### src/rtl/nbtl_ram.sv
// Generic single-write, single-read RAM with registered read data.
// No dependencies.
module nbtl_ram #(
	parameter int WIDTH = 8,
	parameter int DEPTH = 16,
	parameter int AW    = (DEPTH > 1) ? $clog2(DEPTH) : 1
) (
	input  logic             clk,
	input  logic             we,
	input  logic [AW-1:0]    waddr,
	input  logic [WIDTH-1:0] wdata,
	input  logic             re,
	input  logic [AW-1:0]    raddr,
	output logic [WIDTH-1:0] rdata
);

	logic [WIDTH-1:0] mem [DEPTH];

	always_ff @(posedge clk) begin
		if (we) begin
			mem[waddr] <= wdata;
		end
		if (re) begin
			rdata <= mem[raddr];
		end
	end

endmodule

### config.mk
export PLATFORM = sky130hd
export DESIGN_NAME = nbtl_ram
export DESIGN_NICKNAME = d
export VERILOG_FILES = /design/src/rtl/nbtl_ram.sv
export SDC_FILE = /design/constraint.sdc
export NUM_CORES = 1
export LEC_CHECK = 0
export BUFFER_PORTS_ARGS = -buffer_cell sky130_fd_sc_hd__buf_2
export CAP_MARGIN = 20
export CORE_ASPECT_RATIO = 1.25
export CORE_MARGIN = 3
export CORE_UTILIZATION = 50
export DETAILED_ROUTE_END_ITERATION = 7
export PLACE_DENSITY = 0.67
export SLEW_MARGIN = 15
export SYNTH_ARGS = -nofsm -noshare
export SYNTH_HDL_FRONTEND = slang
export SYNTH_SLANG_ARGS = --single-unit
### constraint.sdc
create_clock -name clk -period 2.4 [get_ports clk]
set_input_delay 0.36 -clock clk [delete_from_list [all_inputs] [get_ports clk]]
set_output_delay 0.36 -clock clk [all_outputs]
set_load 0.03 [all_outputs]
==> results.cfg <==
[worst_setup_path]
startpoint_type = input port
critPathSlowestCell = mux4_1
cp_top_family = multiplexers
crit_type = in2reg
slowest_delay_ns = 0.60
crit_path_end_kind = flip-flop
path_cells = buf_2 -> buf_12 -> mux4_1 -> a22oi_1 -> nand2_1
path_buf_inv = 2
critPathMaxFanout = 32
timing.critical_path.required_ns = 2.55
worstPathArrival_ns = 1.71

[clock_network]
cts_hold_buffers = 0
path_clk_slew_ns = 0.06
post_cts_resized = 0
clock_path_buffers = 2
cts_tree = built
cts_setup_buffers = 0
numCtsBuffers = 17
cts-root-buf = clkbuf_16
clock_latency_ns = 0.41
clkSinkCount = 136
htreeDepth = 4

[power_and_ir_drop]
leakagePower_nw = 2.083
peakVddDrop_uv = 791.9
power_density_nw_per_um2 = 864.4
total_power_mw = 5.308

[synthesis]
async_reset_ff_share_pct = 0
synth_top_area_share_pct = 78.12
avgSynthCellArea_um2 = 22.83
yosysWarningCount = 0
yosys-top-cells-area = edfxtp_1, mux4_2, mux4_1
muxShareOfSynthArea_pct = 14.79
synth_edf_count = 136
synthAdderAreaFrac_pct = 0
synth_xor_area_share_pct = 0
yosysMostFrequentCell = edfxtp_1
ys.flop_type = edfxtp_1
postSynthCellCount = 229
syn_nets = 248
ys_seq_elements = 136
synth_cell_types = 18
seq_area_frac_synth_pct = 78.12
synth_common_cells = edfxtp_1, mux4_2, a22oi_1
synth_compound_area_share_pct = 2.298
syn_area_um2 = 5228
synthSimpleGateAreaFrac_pct = 3.135
synth_top_family_by_area = multiplexers
yosysTopAreaCell = edfxtp_1

[global_route]
gr-total-overflow = 0
grt_pass1_vias = 2483
grt_max_degree = 33
antenna_found_initial = 0
grt_first_pass_wirelength_um = 14260
grt.total_usage_pct = 17.13

[detailed_routing]
wire_per_inst_um = 21.88
drt_iter0_markers = 206
viasPerCell = 5.702
ant_nets = 0
vias = 2412
first_pass_iters = 4
drc_errors = 0
wirelength_um = 9255

[floorplanning]
initial_core_util_pct = 51.47
rows = 41
core-area_um2 = 10160
die_y_um = 120.3
io_pins = 27
die_w_um = 97.46
fp.dieArea_um2 = 11730

[placed_design]
routabilityCongestion = 0.7093
dpl.hpwl_um = 6041
dpl-instance-area_um2 = 5600
io_buffers = 26

[timing]
slew_headroom_pct = 50.06
skew_ns = 0.004406
hold_violations = 0
fmax_ghz = 0.6390
whs_ns = 0.3194
worstMarginPinSlew_ns = 0.7476
rsz0062_at_grt = no
fin_crit_ns = 1.565
tns_ns = 0
setup_violations = 0
fin_crit_sh_pct = 65.21
slew_violations = 0

[min_path]
hp-class = in2reg

[run_status]
status = completed

[finish]
antenna_cells = 0
nets = 302
drive_above_1_share_pct = 30.61
fin_area_um2 = 6141
fillers = 734
areaGrowthSynthToFinish_pct = 17.47

[job]
cap_violations = 0
-- cell families after synthesis --
kind of cell / count (synthesis)
mux: 32
compound gates: 16
flops: 136
simple gates: 35
buf+inv: 10
-- sequential cells by signal, indices dropped and copies added (netlist names) --
register  flops
rdata         8
mem         128
-- worst reg2reg max path: stages (launching register included) --
cell      delay, ns
edfxtp_1       0.36
mux4_1         0.51
a22oi_1        0.27
nand2_1        0.12
-- final timing paths --
| check | from | depth (start not counted) | to | slack [ns] |
|---|---|---|---|---|
| hold / removal | re | 1 | rdata[5]$_DFFE_PP_ | 0.32 |
| hold reg to reg | mem[7][3]$_DFFE_PP_ | 3 | rdata[3]$_DFFE_PP_ | 0.74 |
| setup reg to reg | mem[2][5]$_DFFE_PP_ | 3 | rdata[5]$_DFFE_PP_ | 0.88 |
| setup / recovery | raddr[0] | 5 | rdata[5]$_DFFE_PP_ | 0.84 |
-- cell usage in the layout (no fill, tap or decap) --
cell type,count
clkbuf_16,17
nand2_1,9
nand2b_1,2
or3b_2,1
and2_1,1
nand3b_1,2
and2b_1,1
buf_4,17
clkbuf_1,1
nor2_1,13
clkinv_2,5
a22oi_1,16
buf_2,26
edfxtp_1,136
mux4_2,18
bufinv_16,2
buf_12,2
nand3_1,1
nor2b_1,1
mux4_1,14
nor3_1,4
clkinv_1,3
clkinvlp_4,2
-- metal layers --
layer / wire length (um) / GRT usage [%]
met5: 0 / 0
met4: 208 / 7.532
met3: 559 / 5.078
met2: 4685 / 27.27
met1: 3800 / 22.11
-- through the flow --
step	instances	util, %	setup slack, ns
after floorplan	229	-	0.5471
after detailed placement	393	55.14	0.3862
after CTS	423	60.46	0.8179
final	423	60.46	0.8350
after global placement	393	55.14	0.3851
after global routing	423	60.46	0.7728
-- where the power goes --
group	internal (mW)	switching, mW	total (mW)
registers	2.68	0.0135	2.69
clock network	1.49	0.868	2.36
logic	0.104	0.154	0.258
total	4.27	1.04	5.31
-- final cells by class --
class                   instances  area, um2  area share [%]
well taps                     129      161.4           2.628
multi-input cells              83       1057           17.22
flip-flops and latches        136       4084           66.50
clock buffers                  18      429.2           6.989
repair buffers                 45      297.8           4.849
clock inverters                12      111.4           1.813
No activity file was read; power rests on OpenSTA's default activity.
